[src/sv/text_console_engine_defines.svh]
// ---------------------------------------------------------------------------
// text_console_engine_defines
// Assertion macros used by the console engine RTL.
// ---------------------------------------------------------------------------
`ifndef TEXT_CONSOLE_ENGINE_DEFINES_SVH
`define TEXT_CONSOLE_ENGINE_DEFINES_SVH
`ifndef SYNTH
// Condition must hold at every edge out of reset
`define TCE_ASSERT(name, cond, msg) \
    name: assert property (@(posedge i_clk) disable iff (!i_rst_n) (cond)) else $error(msg);
// Precondition implies postcondition in the next cycle
`define TCE_ASSERT_NEXT(name, pre, post, msg) \
    name: assert property (@(posedge i_clk) disable iff (!i_rst_n) (pre) |=> (post)) \
        else $error(msg);
`else
`define TCE_ASSERT(name, cond, msg)
`define TCE_ASSERT_NEXT(name, pre, post, msg)
`endif
`endif

[src/sv/tce_pkg.sv]
// ---------------------------------------------------------------------------
// tce_pkg
// Types, constants and address helpers of the text console engine.
// ---------------------------------------------------------------------------
package tce_pkg;

    localparam int COLS   = 80;
    localparam int ROWS   = 25;
    localparam int CELLS  = COLS * ROWS;
    localparam int ADDR_W = $clog2(CELLS);
    localparam int CNT_W  = $clog2(CELLS + 1);
    localparam int COL_W  = $clog2(COLS + 1);
    localparam int ROW_W  = $clog2(ROWS + 1);

    localparam logic signed [9:0] COLS_S = 10'(COLS);
    localparam logic signed [9:0] ROWS_S = 10'(ROWS);

    localparam logic [7:0]  RESET_COLOR = 8'h07;
    localparam logic [7:0]  CHAR_SPACE  = 8'h20;
    localparam logic [7:0]  CHAR_NL     = 8'h0A;
    localparam logic [7:0]  CHAR_CR     = 8'h0D;
    localparam logic [7:0]  CHAR_BS     = 8'h08;
    localparam logic [7:0]  CHAR_TAB    = 8'h09;
    localparam logic [15:0] RESET_BLANK = {RESET_COLOR, CHAR_SPACE};

    typedef enum logic [2:0] {
        OP_PUT, OP_CLEAR, OP_SET_CURSOR, OP_ERASE,
        OP_SCROLL, OP_SHIFT, OP_WRITE, OP_READ
    } t_op;

    typedef enum logic [2:0] {
        S_CLEAR, S_IDLE, S_COPY_RD, S_COPY_WR, S_FILL, S_POKE, S_READ, S_DONE
    } t_state;

    // Work list for one item: block copy, block fill, one cell write, one read
    typedef struct packed {
        logic              cp_en;
        logic              cp_down;
        logic [ADDR_W-1:0] cp_src;
        logic [ADDR_W-1:0] cp_dst;
        logic [CNT_W-1:0]  cp_len;
        logic              fl_en;
        logic [ADDR_W-1:0] fl_start;
        logic [CNT_W-1:0]  fl_len;
        logic [15:0]       fl_val;
        logic              pk_en;
        logic [ADDR_W-1:0] pk_addr;
        logic [15:0]       pk_val;
        logic              rd_en;
        logic [ADDR_W-1:0] rd_addr;
        logic [6:0]        cur_col;
        logic [4:0]        cur_row;
        logic [10:0]       hw_pos;
    } t_plan;

    typedef struct packed {
        logic [6:0]  cursor_col;
        logic [4:0]  cursor_row;
        logic [10:0] hw_cursor_pos;
        logic [15:0] cell_data;
    } t_result;

    function automatic logic [ADDR_W-1:0] cell_addr(input logic signed [9:0] x,
                                                    input logic signed [9:0] y);
        return ADDR_W'(int'(y) * COLS + int'(x));
    endfunction

    function automatic logic [CNT_W-1:0] row_len(input logic signed [9:0] n);
        return CNT_W'(int'(n) * COLS);
    endfunction

    function automatic logic [CNT_W-1:0] cell_len(input logic signed [9:0] n);
        return CNT_W'(int'(n));
    endfunction

endpackage

[src/sv/tce_out.sv]
// ---------------------------------------------------------------------------
// tce_out
// Two-entry result queue between the executor and the result port.
// ---------------------------------------------------------------------------
module tce_out (
    input  logic             i_clk,
    input  logic             i_rst_n,
    input  logic             i_push,
    input  tce_pkg::t_result i_res,
    output logic             o_full,
    output logic             empty,
    input  logic             pop,
    output tce_pkg::t_result o_res
);

    tce_pkg::t_result r_q [2];
    logic             r_wp, r_rp;
    logic [1:0]       r_cnt;
    logic             do_push, do_pop;

    assign o_full  = (r_cnt == 2'd2);
    assign empty   = (r_cnt == 2'd0);
    assign do_push = i_push && !o_full;
    assign do_pop  = pop && !empty;
    assign o_res   = r_q[r_rp];

    // Pointers and fill level
    always_ff @(posedge i_clk) begin
        if (!i_rst_n) begin
            r_wp  <= 1'b0;
            r_rp  <= 1'b0;
            r_cnt <= '0;
        end else begin
            if (do_push) r_wp <= !r_wp;
            if (do_pop)  r_rp <= !r_rp;
            r_cnt <= r_cnt + 2'(do_push) - 2'(do_pop);
        end
    end

    // Storage
    always_ff @(posedge i_clk) begin
        if (do_push) begin
            r_q[r_wp] <= i_res;
        end
    end

endmodule

[config.mk]
export PLATFORM = sky130hd
export DESIGN_NAME = tce_out
export DESIGN_NICKNAME = d
export VERILOG_FILES = /design/src/sv/text_console_engine_defines.svh /design/src/sv/tce_pkg.sv /design/src/sv/tce_out.sv
export SDC_FILE = /design/constraint.sdc
export NUM_CORES = 1
export LEC_CHECK = 0
export BUFFER_PORTS_ARGS = -buffer_cell sky130_fd_sc_hd__buf_2
export CORE_UTILIZATION = 50
export DETAILED_ROUTE_END_ITERATION = 7
export GPL_ROUTABILITY_DRIVEN = 0
export PLACE_DENSITY_LB_ADDON = 0.3
export SETUP_SLACK_MARGIN = 0.02
export SLEW_MARGIN = 25
export SYNTH_ARGS = -nofsm -noshare
export SYNTH_HDL_FRONTEND = slang
export SYNTH_SLANG_ARGS = --single-unit
[constraint.sdc]
create_clock -name i_clk -period 7.8 [get_ports i_clk]
set_clock_uncertainty 0.2 [all_clocks]
set_input_delay 0 -clock i_clk [delete_from_list [all_inputs] [get_ports i_clk]]
set_output_delay 0 -clock i_clk [all_outputs]
set_load 0.01 [all_outputs]
==> impl_metrics.tcl <==
set metrics [dict create \
    cp-end-kind "register" \
    syn2layout_area_growth_pct 37.8 \
    maxCapViolCount 0 \
    final.period_utilization_pct 24.7 \
    cp_common_cell "ha_1" \
    rsz0062_at_grt "false" \
    grt_pass1_wl_mm 7.60 \
    htreeDepth 3 \
    finalCriticalPeriod_ps 1930 \
    cp-start-kind "register" \
    total_power_mw 1.32 \
    rows 28 \
    drive_gt1_share_pct 49.3 \
    crit_fanout 4 \
    clock_tree.root_cell "clkbuf_8" \
    drtAntennaViolNets 0 \
    peakVddDrop_mv 0.186 \
    die_w_um 80.7 \
    synthesis.area_um2 3090 \
    cts_buffers 9 \
    core_um2 5960 \
    ctsHoldBuffers 42 \
    die_y_um 80.7 \
    synth_seq_area_share_pct 78.9 \
    grt_overflow_total 0 \
    syn-num-nets 193 \
    final_nets 326 \
    postCtsSetupRepairBufs 0 \
    setup_viol 0 \
    synth_top_area_share_pct 75.7 \
    io_pins 84 \
    yosys_warnings 0 \
    die_area_um2 6510 \
    slowest_stage "dfxtp_1" \
    worstPathRequired_ps 7860 \
    hp-class "primary input to register" \
    clkTransAtPathRegs_ps 80 \
    antennaDiodeCount 0 \
    cts_tree "done" \
    place_ws_ps 5860 \
    fin_util_pct 71.6 \
    num_vias 1723 \
    port_buffers 83 \
    ys.flop_type "edfxtp_1" \
    grt_util_all_layers_pct 16.6 \
    grt_pass1_vias 1716 \
    cts.sinks 83 \
    dr.pass1.iters 5 \
    initial_core_util_pct 52.0 \
    synth_cell_types 19 \
    max_freq_mhz 519 \
    ctsResizeCount 0 \
    worstSkewPairLatency_ps 350 \
    worstSetupPathType "register to register" \
    viasPerCell 4.77 \
    drv_slew 0 \
    critPathArrivalTime_ps 1990 \
    synth.avg_cell_area_um2 20.9 \
    drt_iter0_markers 72 \
    cpPeakStageDelay_ps 370 \
    tns_ps 0 \
    drt_wl_total_mm 5.14 \
    antenna_found_initial 0 \
    critical_path.cell_chain "nand2b_1 -> nand2_1 -> ha_1 -> inv_1 -> ha_1 -> xor2_1 -> and2_1 -> nor3_1" \
    status "complete, no violations" \
    drc_errors 0 \
    power.density_nw_per_um2 309 \
    slew_headroom_pct 39.3 \
    worst_pin_slew_ps 910 \
    synth_top_area_cell "edfxtp_1" \
    postSynthRegisterBits 83 \
    synth_edf_count 78 \
    grt_max_degree 40 \
    synth_area_leaders "edfxtp_1, mux2_2, mux2_4" \
    power.leakage_nw 1.67 \
    synthCells 148 \
    hold_viol_final 0 \
    ctsLongestPathBuffers 2 \
    layout_setup_ws_ps 5870 \
    routedWlPerCell_um 14.2 \
    ys_async_sr_fraction_pct 0 \
]
-- per-layer routing --
metal / track usage (%) / vias up / part of all wire [%]
li1: - / 835 / -
met1: 19.2 / 810 / 42
met2: 27.0 / 64 / 51
met3: 4.09 / 14 / 4.4
met4: 11.8 / 0 / 3.0
met5: 0 / - / 0
-- registers in the layout, indices dropped and copies added (netlist names), named ones only --
name,flops
r_wp,1
r_cnt,2
r_q,78
r_rp,1
-- logic make-up after synthesis --
kind of cell / count (synthesis) / share of synthesized area [%]
AO/OA/AOI/OAI: 1 / 0.243
AND/OR/NAND/NOR: 13 / 2.02
XOR/XNOR: 2 / 0.566
flip-flops: 83 / 78.9
multiplexers: 40 / 15.7
buffers and inverters: 7 / 1.70
adder cells (fa/ha/maj): 2 / 0.809
-- metrics by stage --
stage	hold WS (ps)	cells	instance area [um2]
detailed placement	-8.96	303	3600
CTS	157	361	4260
global route	173	361	4260
finish	168	361	4260
floorplan	-101	148	3090
global placement	-12.4	302	3570
-- path summary, 6_finish.rpt --
check,slack (ps),cells past startpoint,startpoint,end
max,5870,8,r_cnt[0],r_cnt[1]
min reg2reg,320,2,r_wp,r_wp
min,170,2,i_res[4],r_q[1][4]
max reg2reg,5870,8,r_cnt[0],r_cnt[1]
-- synth_stat cells, types with 2 or more instances --
| cell type | instances |
|---|---|
| and2_1 | 2 |
| buf_4 | 2 |
| dfxtp_1 | 5 |
| edfxtp_1 | 78 |
| ha_1 | 2 |
| inv_1 | 3 |
| mux2_2 | 29 |
| mux2_4 | 10 |
| nand2_1 | 2 |
| nand2b_1 | 2 |
| nor2_1 | 5 |
-- cell usage in the layout (no fill, tap or decap) --
| cell type | Yosys | routed |
|---|---|---|
| bufinv_16 | 0 | 3 |
| o21a_1 | 1 | 1 |
| clkbuf_8 | 0 | 9 |
| xor2_1 | 1 | 1 |
| dlygate4sd3_1 | 0 | 42 |
| and3_2 | 0 | 1 |
| dfxtp_1 | 5 | 4 |
| buf_16 | 0 | 1 |
| xnor2_1 | 1 | 1 |
| nor3_1 | 1 | 1 |
| clkinv_4 | 0 | 2 |
| clkinv_1 | 0 | 1 |
| nand2_1 | 2 | 2 |
| ha_1 | 2 | 2 |
| nor2_1 | 5 | 4 |
| nor2_4 | 0 | 1 |
| mux2_4 | 10 | 10 |
| dfxtp_4 | 0 | 1 |
| mux2i_1 | 1 | 1 |
| inv_1 | 3 | 3 |
| edfxtp_1 | 78 | 78 |
| clkinv_2 | 0 | 1 |
| mux2_2 | 29 | 29 |
| buf_2 | 0 | 83 |
| nand2b_1 | 2 | 2 |
| and2_1 | 2 | 2 |
-- final cells by class --
type	instances	area, um2
inverter	3	11.3
clock inverter	7	116
fill	405	1690
timing repair buffer	126	863
tap	75	93.8
sequential	83	2450
clock buffer	9	124
multi-input combinational	58	608
-- report_power, final --
group | internal [mW] | switching, mW | leakage, nW
Clock | 0.212 | 0.146 | 0.121
Combinational | 0.183 | 0.150 | 0.779
Sequential | 0.576 | 0.0531 | 0.770
Total | 0.971 | 0.348 | 1.67
-- critical path: cells and delay by family (launching register included) --
family | cells | cell delay, ps
XOR/XNOR | 1 | 160
adder cells (fa/ha/maj) | 2 | 500
buffers and inverters | 1 | 40
flip-flops | 1 | 370
AND/OR/NAND/NOR | 4 | 580
Power figures use the tool's default switching activity.
