--- src/sv/text_console_engine_defines.svh ---
// ---------------------------------------------------------------------------
// text_console_engine_defines
// Assertion macros used by the console engine RTL.
// ---------------------------------------------------------------------------
`ifndef TEXT_CONSOLE_ENGINE_DEFINES_SVH
`define TEXT_CONSOLE_ENGINE_DEFINES_SVH
`ifndef SYNTH
// Condition must hold at every edge out of reset
`define TCE_ASSERT(name, cond, msg) \
    name: assert property (@(posedge i_clk) disable iff (!i_rst_n) (cond)) else $error(msg);
// Precondition implies postcondition in the next cycle
`define TCE_ASSERT_NEXT(name, pre, post, msg) \
    name: assert property (@(posedge i_clk) disable iff (!i_rst_n) (pre) |=> (post)) \
        else $error(msg);
`else
`define TCE_ASSERT(name, cond, msg)
`define TCE_ASSERT_NEXT(name, pre, post, msg)
`endif
`endif

--- src/sv/tce_pkg.sv ---
// ---------------------------------------------------------------------------
// tce_pkg
// Types, constants and address helpers of the text console engine.
// ---------------------------------------------------------------------------
package tce_pkg;

    localparam int COLS   = 80;
    localparam int ROWS   = 25;
    localparam int CELLS  = COLS * ROWS;
    localparam int ADDR_W = $clog2(CELLS);
    localparam int CNT_W  = $clog2(CELLS + 1);
    localparam int COL_W  = $clog2(COLS + 1);
    localparam int ROW_W  = $clog2(ROWS + 1);

    localparam logic signed [9:0] COLS_S = 10'(COLS);
    localparam logic signed [9:0] ROWS_S = 10'(ROWS);

    localparam logic [7:0]  RESET_COLOR = 8'h07;
    localparam logic [7:0]  CHAR_SPACE  = 8'h20;
    localparam logic [7:0]  CHAR_NL     = 8'h0A;
    localparam logic [7:0]  CHAR_CR     = 8'h0D;
    localparam logic [7:0]  CHAR_BS     = 8'h08;
    localparam logic [7:0]  CHAR_TAB    = 8'h09;
    localparam logic [15:0] RESET_BLANK = {RESET_COLOR, CHAR_SPACE};

    typedef enum logic [2:0] {
        OP_PUT, OP_CLEAR, OP_SET_CURSOR, OP_ERASE,
        OP_SCROLL, OP_SHIFT, OP_WRITE, OP_READ
    } t_op;

    typedef enum logic [2:0] {
        S_CLEAR, S_IDLE, S_COPY_RD, S_COPY_WR, S_FILL, S_POKE, S_READ, S_DONE
    } t_state;

    // Work list for one item: block copy, block fill, one cell write, one read
    typedef struct packed {
        logic              cp_en;
        logic              cp_down;
        logic [ADDR_W-1:0] cp_src;
        logic [ADDR_W-1:0] cp_dst;
        logic [CNT_W-1:0]  cp_len;
        logic              fl_en;
        logic [ADDR_W-1:0] fl_start;
        logic [CNT_W-1:0]  fl_len;
        logic [15:0]       fl_val;
        logic              pk_en;
        logic [ADDR_W-1:0] pk_addr;
        logic [15:0]       pk_val;
        logic              rd_en;
        logic [ADDR_W-1:0] rd_addr;
        logic [6:0]        cur_col;
        logic [4:0]        cur_row;
        logic [10:0]       hw_pos;
    } t_plan;

    typedef struct packed {
        logic [6:0]  cursor_col;
        logic [4:0]  cursor_row;
        logic [10:0] hw_cursor_pos;
        logic [15:0] cell_data;
    } t_result;

    function automatic logic [ADDR_W-1:0] cell_addr(input logic signed [9:0] x,
                                                    input logic signed [9:0] y);
        return ADDR_W'(int'(y) * COLS + int'(x));
    endfunction

    function automatic logic [CNT_W-1:0] row_len(input logic signed [9:0] n);
        return CNT_W'(int'(n) * COLS);
    endfunction

    function automatic logic [CNT_W-1:0] cell_len(input logic signed [9:0] n);
        return CNT_W'(int'(n));
    endfunction

endpackage

--- src/sv/tce_front.sv ---
// ---------------------------------------------------------------------------
// tce_front
// Accepts items, tracks the cursor and turns each item into a work list
// held in a two-entry queue for the executor.
// ---------------------------------------------------------------------------
module tce_front (
    input  logic                i_clk,
    input  logic                i_rst_n,
    input  logic                push,
    output logic                full,
    input  logic [2:0]          i_op,
    input  logic [7:0]          i_char_code,
    input  logic [7:0]          i_cell_attribute,
    input  logic signed [7:0]   i_col,
    input  logic signed [7:0]   i_row,
    input  logic signed [7:0]   i_col_end,
    input  logic signed [7:0]   i_region_top,
    input  logic signed [7:0]   i_region_bottom,
    input  logic signed [7:0]   i_count,
    input  logic                i_cfg_valid,
    output logic                o_cfg_ready,
    input  logic [7:0]          i_cfg_data,
    input  logic                i_clearing,
    output logic                o_plan_valid,
    output tce_pkg::t_plan      o_plan,
    input  logic                i_plan_pop
);

    logic [7:0]                 r_color;
    logic [tce_pkg::COL_W-1:0]  r_cur_x, n_cur_x;
    logic [tce_pkg::ROW_W-1:0]  r_cur_y, n_cur_y;
    tce_pkg::t_plan             r_q [2];
    logic                       r_wp, r_rp;
    logic [1:0]                 r_qcnt;
    tce_pkg::t_plan             plan;
    logic                       accept;

    assign o_cfg_ready  = 1'b1;
    assign full         = (r_qcnt == 2'd2) || i_clearing;
    assign accept       = push && !full;
    assign o_plan_valid = (r_qcnt != 2'd0);
    assign o_plan       = r_q[r_rp];

    // Item decode: cursor update and work list
    always_comb begin
        logic signed [9:0] nx, ny, s_col, s_row, s_ce, t, b, h, n, k, c0, ce, hx, span;
        logic [15:0]       blank;
        logic              printable;
        nx        = 10'($unsigned(r_cur_x));
        ny        = 10'($unsigned(r_cur_y));
        s_col     = {{2{i_col[7]}}, i_col};
        s_row     = {{2{i_row[7]}}, i_row};
        s_ce      = {{2{i_col_end[7]}}, i_col_end};
        t         = {{2{i_region_top[7]}}, i_region_top};
        b         = {{2{i_region_bottom[7]}}, i_region_bottom};
        n         = {{2{i_count[7]}}, i_count};
        h         = '0;
        k         = '0;
        c0        = '0;
        ce        = '0;
        span      = '0;
        blank     = {r_color, tce_pkg::CHAR_SPACE};
        printable = 1'b0;
        plan      = '0;
        unique case (tce_pkg::t_op'(i_op))
            tce_pkg::OP_PUT: begin
                if (i_char_code == tce_pkg::CHAR_NL) begin
                    nx = '0;
                    ny = ny + 10'sd1;
                end else if (i_char_code == tce_pkg::CHAR_CR) begin
                    nx = '0;
                end else if (i_char_code == tce_pkg::CHAR_BS) begin
                    if (nx > 10'sd0) begin
                        nx           = nx - 10'sd1;
                        plan.pk_en   = 1'b1;
                        plan.pk_val  = blank;
                    end
                end else if (i_char_code == tce_pkg::CHAR_TAB) begin
                    nx = (nx + 10'sd8) & ~10'sd7;
                    if (nx >= tce_pkg::COLS_S) begin
                        nx = '0;
                        ny = ny + 10'sd1;
                    end
                end else if (i_char_code >= tce_pkg::CHAR_SPACE) begin
                    if (nx >= tce_pkg::COLS_S) begin
                        nx = '0;
                        ny = ny + 10'sd1;
                    end
                    printable   = 1'b1;
                    plan.pk_en  = 1'b1;
                    plan.pk_val = {r_color, i_char_code};
                end
                // cursor ran off the bottom: whole screen up one row
                if (ny >= tce_pkg::ROWS_S) begin
                    ny            = tce_pkg::ROWS_S - 10'sd1;
                    plan.cp_en    = 1'b1;
                    plan.cp_src   = tce_pkg::cell_addr(10'sd0, 10'sd1);
                    plan.cp_dst   = '0;
                    plan.cp_len   = tce_pkg::row_len(tce_pkg::ROWS_S - 10'sd1);
                    plan.fl_en    = 1'b1;
                    plan.fl_start = tce_pkg::cell_addr(10'sd0, tce_pkg::ROWS_S - 10'sd1);
                    plan.fl_len   = tce_pkg::row_len(10'sd1);
                    plan.fl_val   = blank;
                end
                plan.pk_addr = tce_pkg::cell_addr(nx, ny);
                if (printable) begin
                    nx = nx + 10'sd1;
                end
            end
            tce_pkg::OP_CLEAR: begin
                nx            = '0;
                ny            = '0;
                plan.fl_en    = 1'b1;
                plan.fl_start = '0;
                plan.fl_len   = tce_pkg::CNT_W'(tce_pkg::CELLS);
                plan.fl_val   = blank;
            end
            tce_pkg::OP_SET_CURSOR: begin
                nx = (s_col < 10'sd0) ? 10'sd0 :
                     (s_col > tce_pkg::COLS_S - 10'sd1) ? tce_pkg::COLS_S - 10'sd1 : s_col;
                ny = (s_row < 10'sd0) ? 10'sd0 :
                     (s_row > tce_pkg::ROWS_S - 10'sd1) ? tce_pkg::ROWS_S - 10'sd1 : s_row;
            end
            tce_pkg::OP_ERASE: begin
                c0 = (s_col < 10'sd0) ? 10'sd0 : s_col;
                ce = (s_ce > tce_pkg::COLS_S) ? tce_pkg::COLS_S : s_ce;
                if (s_row >= 10'sd0 && s_row < tce_pkg::ROWS_S && c0 < ce) begin
                    plan.fl_en    = 1'b1;
                    plan.fl_start = tce_pkg::cell_addr(c0, s_row);
                    plan.fl_len   = tce_pkg::cell_len(ce - c0);
                    plan.fl_val   = blank;
                end
            end
            tce_pkg::OP_SCROLL: begin
                if (t < 10'sd0) t = '0;
                if (b > tce_pkg::ROWS_S - 10'sd1) b = tce_pkg::ROWS_S - 10'sd1;
                if (t <= b && n != 10'sd0) begin
                    h = b - t + 10'sd1;
                    if (n > h) n = h;
                    if (n < -h) n = -h;
                    plan.fl_en  = 1'b1;
                    plan.fl_val = blank;
                    if (n > 10'sd0) begin
                        plan.cp_en    = (h != n);
                        plan.cp_src   = tce_pkg::cell_addr(10'sd0, t + n);
                        plan.cp_dst   = tce_pkg::cell_addr(10'sd0, t);
                        plan.cp_len   = tce_pkg::row_len(h - n);
                        plan.fl_start = tce_pkg::cell_addr(10'sd0, b - n + 10'sd1);
                        plan.fl_len   = tce_pkg::row_len(n);
                    end else begin
                        k             = -n;
                        plan.cp_en    = (h != k);
                        plan.cp_down  = 1'b1;
                        plan.cp_src   = tce_pkg::cell_addr(-10'sd1, b + 10'sd1 - k);
                        plan.cp_dst   = tce_pkg::cell_addr(-10'sd1, b + 10'sd1);
                        plan.cp_len   = tce_pkg::row_len(h - k);
                        plan.fl_start = tce_pkg::cell_addr(10'sd0, t);
                        plan.fl_len   = tce_pkg::row_len(k);
                    end
                end
            end
            tce_pkg::OP_SHIFT: begin
                if (s_row >= 10'sd0 && s_row < tce_pkg::ROWS_S && s_col >= 10'sd0 &&
                    s_col < tce_pkg::COLS_S && n != 10'sd0) begin
                    span = tce_pkg::COLS_S - s_col;
                    k    = (n > 10'sd0) ? n : -n;
                    if (k > span) k = span;
                    plan.cp_en  = (span != k);
                    plan.cp_len = tce_pkg::cell_len(span - k);
                    plan.fl_en  = 1'b1;
                    plan.fl_len = tce_pkg::cell_len(k);
                    plan.fl_val = blank;
                    if (n > 10'sd0) begin
                        plan.cp_down  = 1'b1;
                        plan.cp_src   = tce_pkg::cell_addr(tce_pkg::COLS_S - k - 10'sd1, s_row);
                        plan.cp_dst   = tce_pkg::cell_addr(tce_pkg::COLS_S - 10'sd1, s_row);
                        plan.fl_start = tce_pkg::cell_addr(s_col, s_row);
                    end else begin
                        plan.cp_src   = tce_pkg::cell_addr(s_col + k, s_row);
                        plan.cp_dst   = tce_pkg::cell_addr(s_col, s_row);
                        plan.fl_start = tce_pkg::cell_addr(tce_pkg::COLS_S - k, s_row);
                    end
                end
            end
            tce_pkg::OP_WRITE: begin
                if (s_row >= 10'sd0 && s_row < tce_pkg::ROWS_S && s_col >= 10'sd0 &&
                    s_col < tce_pkg::COLS_S) begin
                    plan.pk_en   = 1'b1;
                    plan.pk_addr = tce_pkg::cell_addr(s_col, s_row);
                    plan.pk_val  = {i_cell_attribute, i_char_code};
                end
            end
            default: begin
                if (s_row >= 10'sd0 && s_row < tce_pkg::ROWS_S && s_col >= 10'sd0 &&
                    s_col < tce_pkg::COLS_S) begin
                    plan.rd_en   = 1'b1;
                    plan.rd_addr = tce_pkg::cell_addr(s_col, s_row);
                end
            end
        endcase
        // cursor report
        hx           = (nx >= tce_pkg::COLS_S) ? tce_pkg::COLS_S - 10'sd1 : nx;
        plan.cur_col = 7'(nx);
        plan.cur_row = 5'(ny);
        plan.hw_pos  = 11'(int'(ny) * tce_pkg::COLS + int'(hx));
        n_cur_x      = tce_pkg::COL_W'(nx);
        n_cur_y      = tce_pkg::ROW_W'(ny);
    end

    // Control registers: color, cursor, queue pointers
    always_ff @(posedge i_clk) begin
        if (!i_rst_n) begin
            r_color <= tce_pkg::RESET_COLOR;
            r_cur_x <= '0;
            r_cur_y <= '0;
            r_wp    <= 1'b0;
            r_rp    <= 1'b0;
            r_qcnt  <= '0;
        end else begin
            if (i_cfg_valid) begin
                r_color <= i_cfg_data;
            end
            if (accept) begin
                r_cur_x <= n_cur_x;
                r_cur_y <= n_cur_y;
                r_wp    <= !r_wp;
            end
            if (i_plan_pop && o_plan_valid) begin
                r_rp <= !r_rp;
            end
            r_qcnt <= r_qcnt + 2'(accept) - 2'(i_plan_pop && o_plan_valid);
        end
    end

    // Queue storage
    always_ff @(posedge i_clk) begin
        if (accept) begin
            r_q[r_wp] <= plan;
        end
    end

endmodule

--- config.mk ---
export PLATFORM = sky130hd
export DESIGN_NAME = tce_front
export DESIGN_NICKNAME = d
export VERILOG_FILES = /design/src/sv/text_console_engine_defines.svh /design/src/sv/tce_pkg.sv /design/src/sv/tce_front.sv
export SDC_FILE = /design/constraint.sdc
export NUM_CORES = 1
export LEC_CHECK = 0
export ABC_AREA = 1
export BUFFER_PORTS_ARGS = -buffer_cell sky130_fd_sc_hd__clkbuf_2
export CAP_MARGIN = 20
export CORE_ASPECT_RATIO = 1.75
export CORE_MARGIN = 2
export CORE_UTILIZATION = 40
export CTS_CLUSTER_DIAMETER = 30
export CTS_CLUSTER_SIZE = 28
export DETAILED_ROUTE_END_ITERATION = 16
export HOLD_SLACK_MARGIN = 0.05
export SYNTH_ARGS = -nofsm -noshare
export SYNTH_HDL_FRONTEND = slang
export SYNTH_SLANG_ARGS = --single-unit
--- constraint.sdc ---
create_clock -name i_clk -period 12.6 [get_ports i_clk]
set_clock_uncertainty 0.1 [all_clocks]
set_input_delay 1.89 -clock i_clk [delete_from_list [all_inputs] [get_ports i_clk]]
set_output_delay 1.89 -clock i_clk [all_outputs]
set_load 0.02 [all_outputs]
==> results of run 1 <==
[state kept, by name (all words and copies together), names as in the netlist, named ones only]
| signal | cells |
|---|---|
| r_cur_y | 5 |
| r_wp | 1 |
| r_color | 8 |
| r_cur_x | 7 |
| r_q | 258 |
| r_rp | 1 |
| r_qcnt | 2 |
[critical path: cells and delay by family]
kind / cells / cell delay [ns]
and+or+nand+nor: 36 / 4.10
adders and majority gates: 10 / 3.21
buffers and inverters: 9 / 0.88
xor gates and xnor gates: 4 / 0.73
AOI/OAI and AO/OA: 3 / 0.58
[final timing paths]
| check | startpoint | to | slack [ns] | cells after the start |
|---|---|---|---|---|
| max reg2reg | r_cur_x[3]$_SDFFE_PN0P_ | r_q[0][10]$_DFFE_PP_ | 6.35 | 28 |
| min reg2reg | r_rp$_SDFFE_PN0P_ | flop | 0.37 | 1 |
| min | r_rp$_SDFFE_PN0P_ | flop | 0.37 | 1 |
| max | i_region_bottom[0] | r_q[1][134]$_DFFE_PP_ | 1.38 | 62 |
[layout make-up]
cell class / instances / area share (%)
multi-input cells: 1737 / 48.27
flip-flops and latches: 283 / 32.50
inverters: 401 / 5.948
repair buffers: 232 / 4.800
clock buffers: 37 / 3.563
well taps: 696 / 3.430
clock inverters: 27 / 1.493
[synth_stat cells (all sizes together), types with 2 or more instances]
| library cell | instances | area share (%) |
|---|---|---|
| nand2 | 406 | 7.5 |
| inv | 396 | 6.7 |
| edfxtp | 258 | 35 |
| ha | 235 | 13 |
| nor2 | 206 | 3.7 |
| a21oi | 136 | 3.1 |
| o21ai | 132 | 3.0 |
| mux2 | 129 | 6.5 |
| nand3 | 118 | 2.8 |
| xor2 | 89 | 3.5 |
| xnor2 | 56 | 2.2 |
| clkbuf | 42 | 0.71 |
| nor3 | 28 | 0.63 |
| fa | 26 | 2.3 |
| dfxtp | 25 | 2.3 |
| o221ai | 21 | 1.3 |
| o22ai | 19 | 0.53 |
| buf | 16 | 0.57 |
| a211oi | 14 | 0.47 |
| nand4 | 14 | 0.52 |
| o211ai | 12 | 0.56 |
| or2 | 11 | 0.31 |
| a31oi | 9 | 0.25 |
| a21o | 8 | 0.27 |
| o21bai | 8 | 0.27 |
| nor4 | 7 | 0.20 |
| o31ai | 6 | 0.20 |
| a22oi | 5 | 0.17 |
| clkinv | 5 | 0.084 |
| and2 | 4 | 0.11 |
| o21a | 4 | 0.14 |
| o32ai | 3 | 0.12 |
| o41ai | 3 | 0.12 |
| a221oi | 2 | 0.079 |
| a31o | 2 | 0.079 |
| conb | 2 | 0.034 |
| nand3b | 2 | 0.067 |
| nor3b | 2 | 0.067 |
| o2111ai | 2 | 0.11 |
[report_power, final]
part	leakage, nW	switching (mW)	internal (mW)	total, mW
sequential	2.61	0.0481	1.14	1.19
combinational	8.59	3.55	2.12	5.67
clock	0.616	0.452	0.637	1.09
[kinds of logic after synthesis]
family	count (synthesis)	synth area share, %
XOR/XNOR	145	5.778
AND/OR/NAND/NOR	799	16.02
AO/OA/AOI/OAI	392	10.93
flip-flops	283	37.09
multiplexers	129	6.532
other	2	0.03377
buffers and inverters	459	8.068
adder cells (fa/ha/maj)	261	15.56
[per-stage QoR]
step           util (%)  total power [mW]  setup slack (ns)  std cells  hold WS (ns)
4_1_cts           46.12             7.950             1.434       3413        0.3606
2_1_floorplan         -             5.276             2.101       2479        0.3257
6_report          46.12             7.947             1.383       3413        0.3677
3_5_place_dp      43.78             6.805            0.8748       3349        0.3497
5_1_grt           46.12             8.586            0.3455       3413        0.3956
3_3_place_gp      43.76             6.626             1.184       3348        0.3379
[metal layers]
metal | vias up | routed length [microns]
met3 | 249 | 2606
li1 | 8823 | -
met1 | 8726 | 23870
met2 | 599 | 41410
met4 | 0 | 7400
met5 | - | 0
==> impl_results.md, run 1 <==
- Run status: complete, no violations
- Avg Cell Area, Syn: 9.004 sq um
- Post-Route WL: 75,280 microns
- Postcts setup bufs: 0
- CTS Buf Count: 35
- CTS sink cnt: around 280
- GR Overflow Total: 0
- Die area: roughly 0.058 sq mm
- Gr usage total: 26.00%
- CP Capture Type: flop
- Startpoint types: primary input
- Final hold vios: 0
- FF+latch area: a little over 0.008 sq mm
- Pre-Repair DR Iteration Count: 8
- Arr. time, crit path: between 10 and 15 ns
- Worst-Skew Late Latency: about 0.55 ns
- Peak supply drop: 0.0003008 V
- Hold WC Path Type: reg -> reg
- Hold_buf cts: 0
- Grt met1 use: a little under a quarter
- Final slew viol count: 0
- Via/cell ratio: 5.390
- Routed wire length per instance: about 22 microns
- Slew HR: approximately a quarter
- Critical path's largest stage delay: approximately 0.54 ns
- # diodes: 0
- Commonest non-fill, non-tap cells in the layout: 388 x inv_1, 376 x nand2_1, 258 x edfxtp_1
- Post-synthesis cell area: approximately 0.022 sq mm
- Met2 usage: between 50 and 60%
- Share of layout cells above drive strength 1: between 10% and 20%
- Main synth FF type: edfxtp_1
- Tmin final: around 11 ns
- Crit Path Category: in -> reg
- Slowest-stage cell, CP: nor2_1
- Final setup vio count: 0
- Cell mode on critical path: nand2_1
- Filler cell count in the final layout: approximately 5,400
- CTS tree: done
- Remaining DRCs: 0
- Final instance area: ~0.025 sq mm
- Busiest layer in global routing: met2
- Period utilization: between 80% and 90%
- Max-cap violations: 0
- Starting Density: 40.39%
- Detail Route Antenna Nets: 0
- EDFF count, synth: 258
- Critical Path RT: between 10 and 15 ns
- Core ar.: 0.05506 sq mm
- Leak: about 12 nW
- Post-synth ARST share: 0%
- # nets final: between 3,000 and 4,000
- Port Buf Inserts: between 200 and 250
- Die Wd: ~180 microns
- Vias in the first global route: 19,190
- Via count: 18,400
- Met3 GRT Util: between 2 and 3%
- Pwr Density: ~310 mW/mm^2
- Synth unique cells: 67
- FF+latch count, synth: 283
- Initial DRC Count: roughly 1,100
- IO Pins: roughly 220
- Setup_tns: 0 ns
- Detail Placement HPWL: 60,740 microns
- GP Congestion: 0.9782
- Root buffer cell: clkbuf_16
- Area growth from synthesis to layout: 14.17%
- Sequential area share after synthesis: around 37%
- Die Ht: around 320 microns
- H-tree Lvls: 2
- Synth Instances: about 2,500
- CP Max Fanout: 19
- Worst-Margin Slew: 1.120 ns
- First-pass GRT wire length: 111,200 microns
- Number of cell rows: 114
- CTS resizes: 0
- Clock buffer depth: 3
- Largest net degree at the start of global routing: 75
- Synth Warn #: 0
- Antenna violations before repair: 0
- Clock transition at path regs: around 0.070 ns
- Fmax achieved: 89.15 MHz
- Placed inst area: 0.02411 sq mm
- RSZ-0062 raised after global routing: no
- Multi-input logic area: around 0.012 sq mm
- Commonest non-fill, non-tap cell in the layout: inv_1
No activity file was read; power rests on OpenSTA's default activity.
==> run 2, diff against run 1 <==
--- a/config.mk
+++ b/config.mk
@@ -8,13 +8,16 @@
 export ABC_AREA = 1
 export BUFFER_PORTS_ARGS = -buffer_cell sky130_fd_sc_hd__clkbuf_2
 export CAP_MARGIN = 20
+export CELL_PAD_IN_SITES_DETAIL_PLACEMENT = 0
+export CELL_PAD_IN_SITES_GLOBAL_PLACEMENT = 2
 export CORE_ASPECT_RATIO = 1.75
 export CORE_MARGIN = 2
-export CORE_UTILIZATION = 40
+export CORE_UTILIZATION = 38
 export CTS_CLUSTER_DIAMETER = 30
 export CTS_CLUSTER_SIZE = 28
 export DETAILED_ROUTE_END_ITERATION = 16
 export HOLD_SLACK_MARGIN = 0.05
+export PLACE_DENSITY_LB_ADDON = 0.1
 export SYNTH_ARGS = -nofsm -noshare
 export SYNTH_HDL_FRONTEND = slang
 export SYNTH_SLANG_ARGS = --single-unit
==> run 2 against run 1 <==
Net effect:
- sequential cell count unchanged
- non-clock buffer count up 12
- register-to-register slack better by 0.16 ns
==> impl_results.md, run 2 (same netlist as run 1, synthesis figures left out) <==
- # nets final: 3,046 (+0.46%)
- Final slew viol count: 0 (unchanged)
- Final setup vio count: 0 (unchanged)
- Max reg flops: 258 (unchanged)
- Commonest non-fill, non-tap cells in the layout: 388 x inv_1, 376 x nand2_1, 258 x edfxtp_1
- Worst-Margin Slew: 0.9598 ns (-0.1602 ns)
- Share of layout cells above drive strength 1: 19.69% (+0.40 points)
- H-tree Lvls: 2 (unchanged)
- Fmax achieved: 89.02 MHz (-0.15%)
- CTS resizes: 0 (unchanged)
- Hold WC Path Type: reg -> reg
- Clock transition at path regs: 0.06 ns (about the same)
- Arr. time, crit path: 11.44 ns (+0.04 ns)
- Biggest register: r_q
- Die area: 0.06055 sq mm (+5.2%)
- Core ar.: 0.05797 sq mm (+5.3%)
- Run status: complete, no violations
- Remaining DRCs: 0 (unchanged)
- RSZ-0062 raised after global routing: no
- Vias in the first global route: 18,870 (-1.7%)
- Final hold vios: 0 (unchanged)
- Via/cell ratio: 5.179 (-3.9%)
- Startpoint types: primary input
- Gr usage total: 26.81% (+0.81 points)
- Die Ht: 324.0 microns (+2.6%)
- CP Max Fanout: 19 (unchanged)
- Pre-Repair DR Iteration Count: 5 (-3)
- Hold_buf cts: 0 (unchanged)
- Slew HR: 35.55% (+11 points)
- Crit Path Category: in -> reg
- CTS tree: done
- Max-cap violations: 0 (unchanged)
- Critical Path RT: 12.80 ns (+0.02 ns)
- Placed cells: 3,437 (+2.6%)
- Filler cell count in the final layout: 5,844 (+8.8%)
- Place WS: 0.8674 ns (-0.007461 ns)
- PnR worst setup slack: 1.367 ns (-0.01650 ns)
- Top Registers: r_q x258, r_color x8, r_cur_x x7
- Starting Density: 38.36% (-2.0 points)
- Detail Route Antenna Nets: 0 (unchanged)
- CTS sink cnt: 283 (unchanged)
- Final design utilization: 44.23% (-1.9 points)
- Leak: 11.95 nW (+1.1%)
- Area growth from synthesis to layout: 15.28%
- Critical path's largest stage delay: 0.44 ns (-0.10 ns)
- # diodes: 0 (unchanged)
- First-pass GRT wire length: 118,200 microns (+6.3%)
- Pwr Density: 305.6 mW/mm^2 (-2.4%)
- Die Wd: 186.9 microns (+2.5%)
- Slowest-stage cell, CP: ha_1
- Initial DRC Count: 868 (-23%)
- Root buffer cell: clkbuf_16
- Detail Placement HPWL: 67,700 microns (+11%)
- Period utilization: 89.15% (+0.13 points)
- Largest net degree at the start of global routing: 75 (unchanged)
- Total chip power: 7.836 mW (-1.4%)
- Routed wire length per instance: 23.34 microns (+5.8%)
- IO Pins: 221 (unchanged)
- Final instance area: 0.02564 sq mm (+0.98%)
- Worst-Skew Late Latency: 0.56 ns (about the same)
- Placed inst area: 0.02428 sq mm (+0.71%)
- Final Hold Slack: 0.3443 ns (-0.02339 ns)
- Final non-filler cell total: 3,506 (+2.7%)
- Post-Route WL: 81,830 microns (+8.7%)
- CTS Buf Count: 37 (+5.7%)
- Setup_tns: 0 ns (unchanged)
- Postcts setup bufs: 0 (unchanged)
- Number of cell rows: 117 (+2.6%)
- Peak supply drop: 0.0004607 V (+53%)
- GP Congestion: 0.9341 (-4.5%)
- Antenna violations before repair: 0 (unchanged)
- GR Overflow Total: 0 (unchanged)
- CP Capture Type: flop
- Port Buf Inserts: 212 (unchanged)
- Commonest non-fill, non-tap cell in the layout: inv_1
- Cell mode on critical path: nand2_1
- Tmin final: 11.23 ns (+0.01650 ns)
- Via count: 18,160 (-1.3%)
- Clock buffer depth: 3 (unchanged)
## run 2: cell count changes in the layout (fill, tap and decap cells not counted), moves of 2 or more
cell | before | now
clkinv_8 | 4 | 6
buf_4 | 19 | 31
inv_6 | 6 | 3
inv_8 | 2 | 4
## run 2: power by group
part           switching, mW  internal [mW]  total, mW
Sequential            0.0404           1.14       1.18
Combinational           3.45           2.11       5.55
Clock                  0.466          0.636       1.10
Total                   3.95           3.88       7.84
## run 2: metal layers
layer | vias to the layer above | share of wire [%] | track usage, %
met5 | - | 0 | 0
met3 | 228 | 3.3 | 3.040
met1 | 8601 | 31 | 22.56
met2 | 477 | 56 | 54.90
li1 | 8850 | - | -
met4 | 0 | 9.6 | 22.45
## run 2: area by class of cell
class / instances / area (sq um) / area share (%)
Clock buffer: 39 / 933.4 / 3.641
Clock inverter: 29 / 399.1 / 1.557
Inverter: 401 / 1510 / 5.890
Multi-Input combinational cell: 1737 / 12260 / 47.80
Sequential cell: 283 / 8252 / 32.18
Tap cell: 773 / 967.2 / 3.772
Timing Repair Buffer: 244 / 1321 / 5.154
## run 2: critical path: cells and delay by family
kind | cells | cell delay, ns
and+or+nand+nor | 36 | 3.91
adders and majority gates | 10 | 3.23
buffers and inverters | 11 | 1.03
AOI/OAI and AO/OA | 3 | 0.60
xor gates and xnor gates | 4 | 0.76
## run 2: path summary, 6_finish.rpt
path | start | end | slack [ns] | depth (start not counted)
setup reg to reg | r_cur_x[4]$_SDFFE_PN0P_ | r_q[1][10]$_DFFE_PP_ | 6.51 | 28
hold reg to reg | r_rp$_SDFFE_PN0P_ | flop | 0.34 | 1
hold / removal | r_rp$_SDFFE_PN0P_ | flop | 0.34 | 1
setup / recovery | i_region_bottom[0] | r_q[0][134]$_DFFE_PP_ | 1.37 | 64
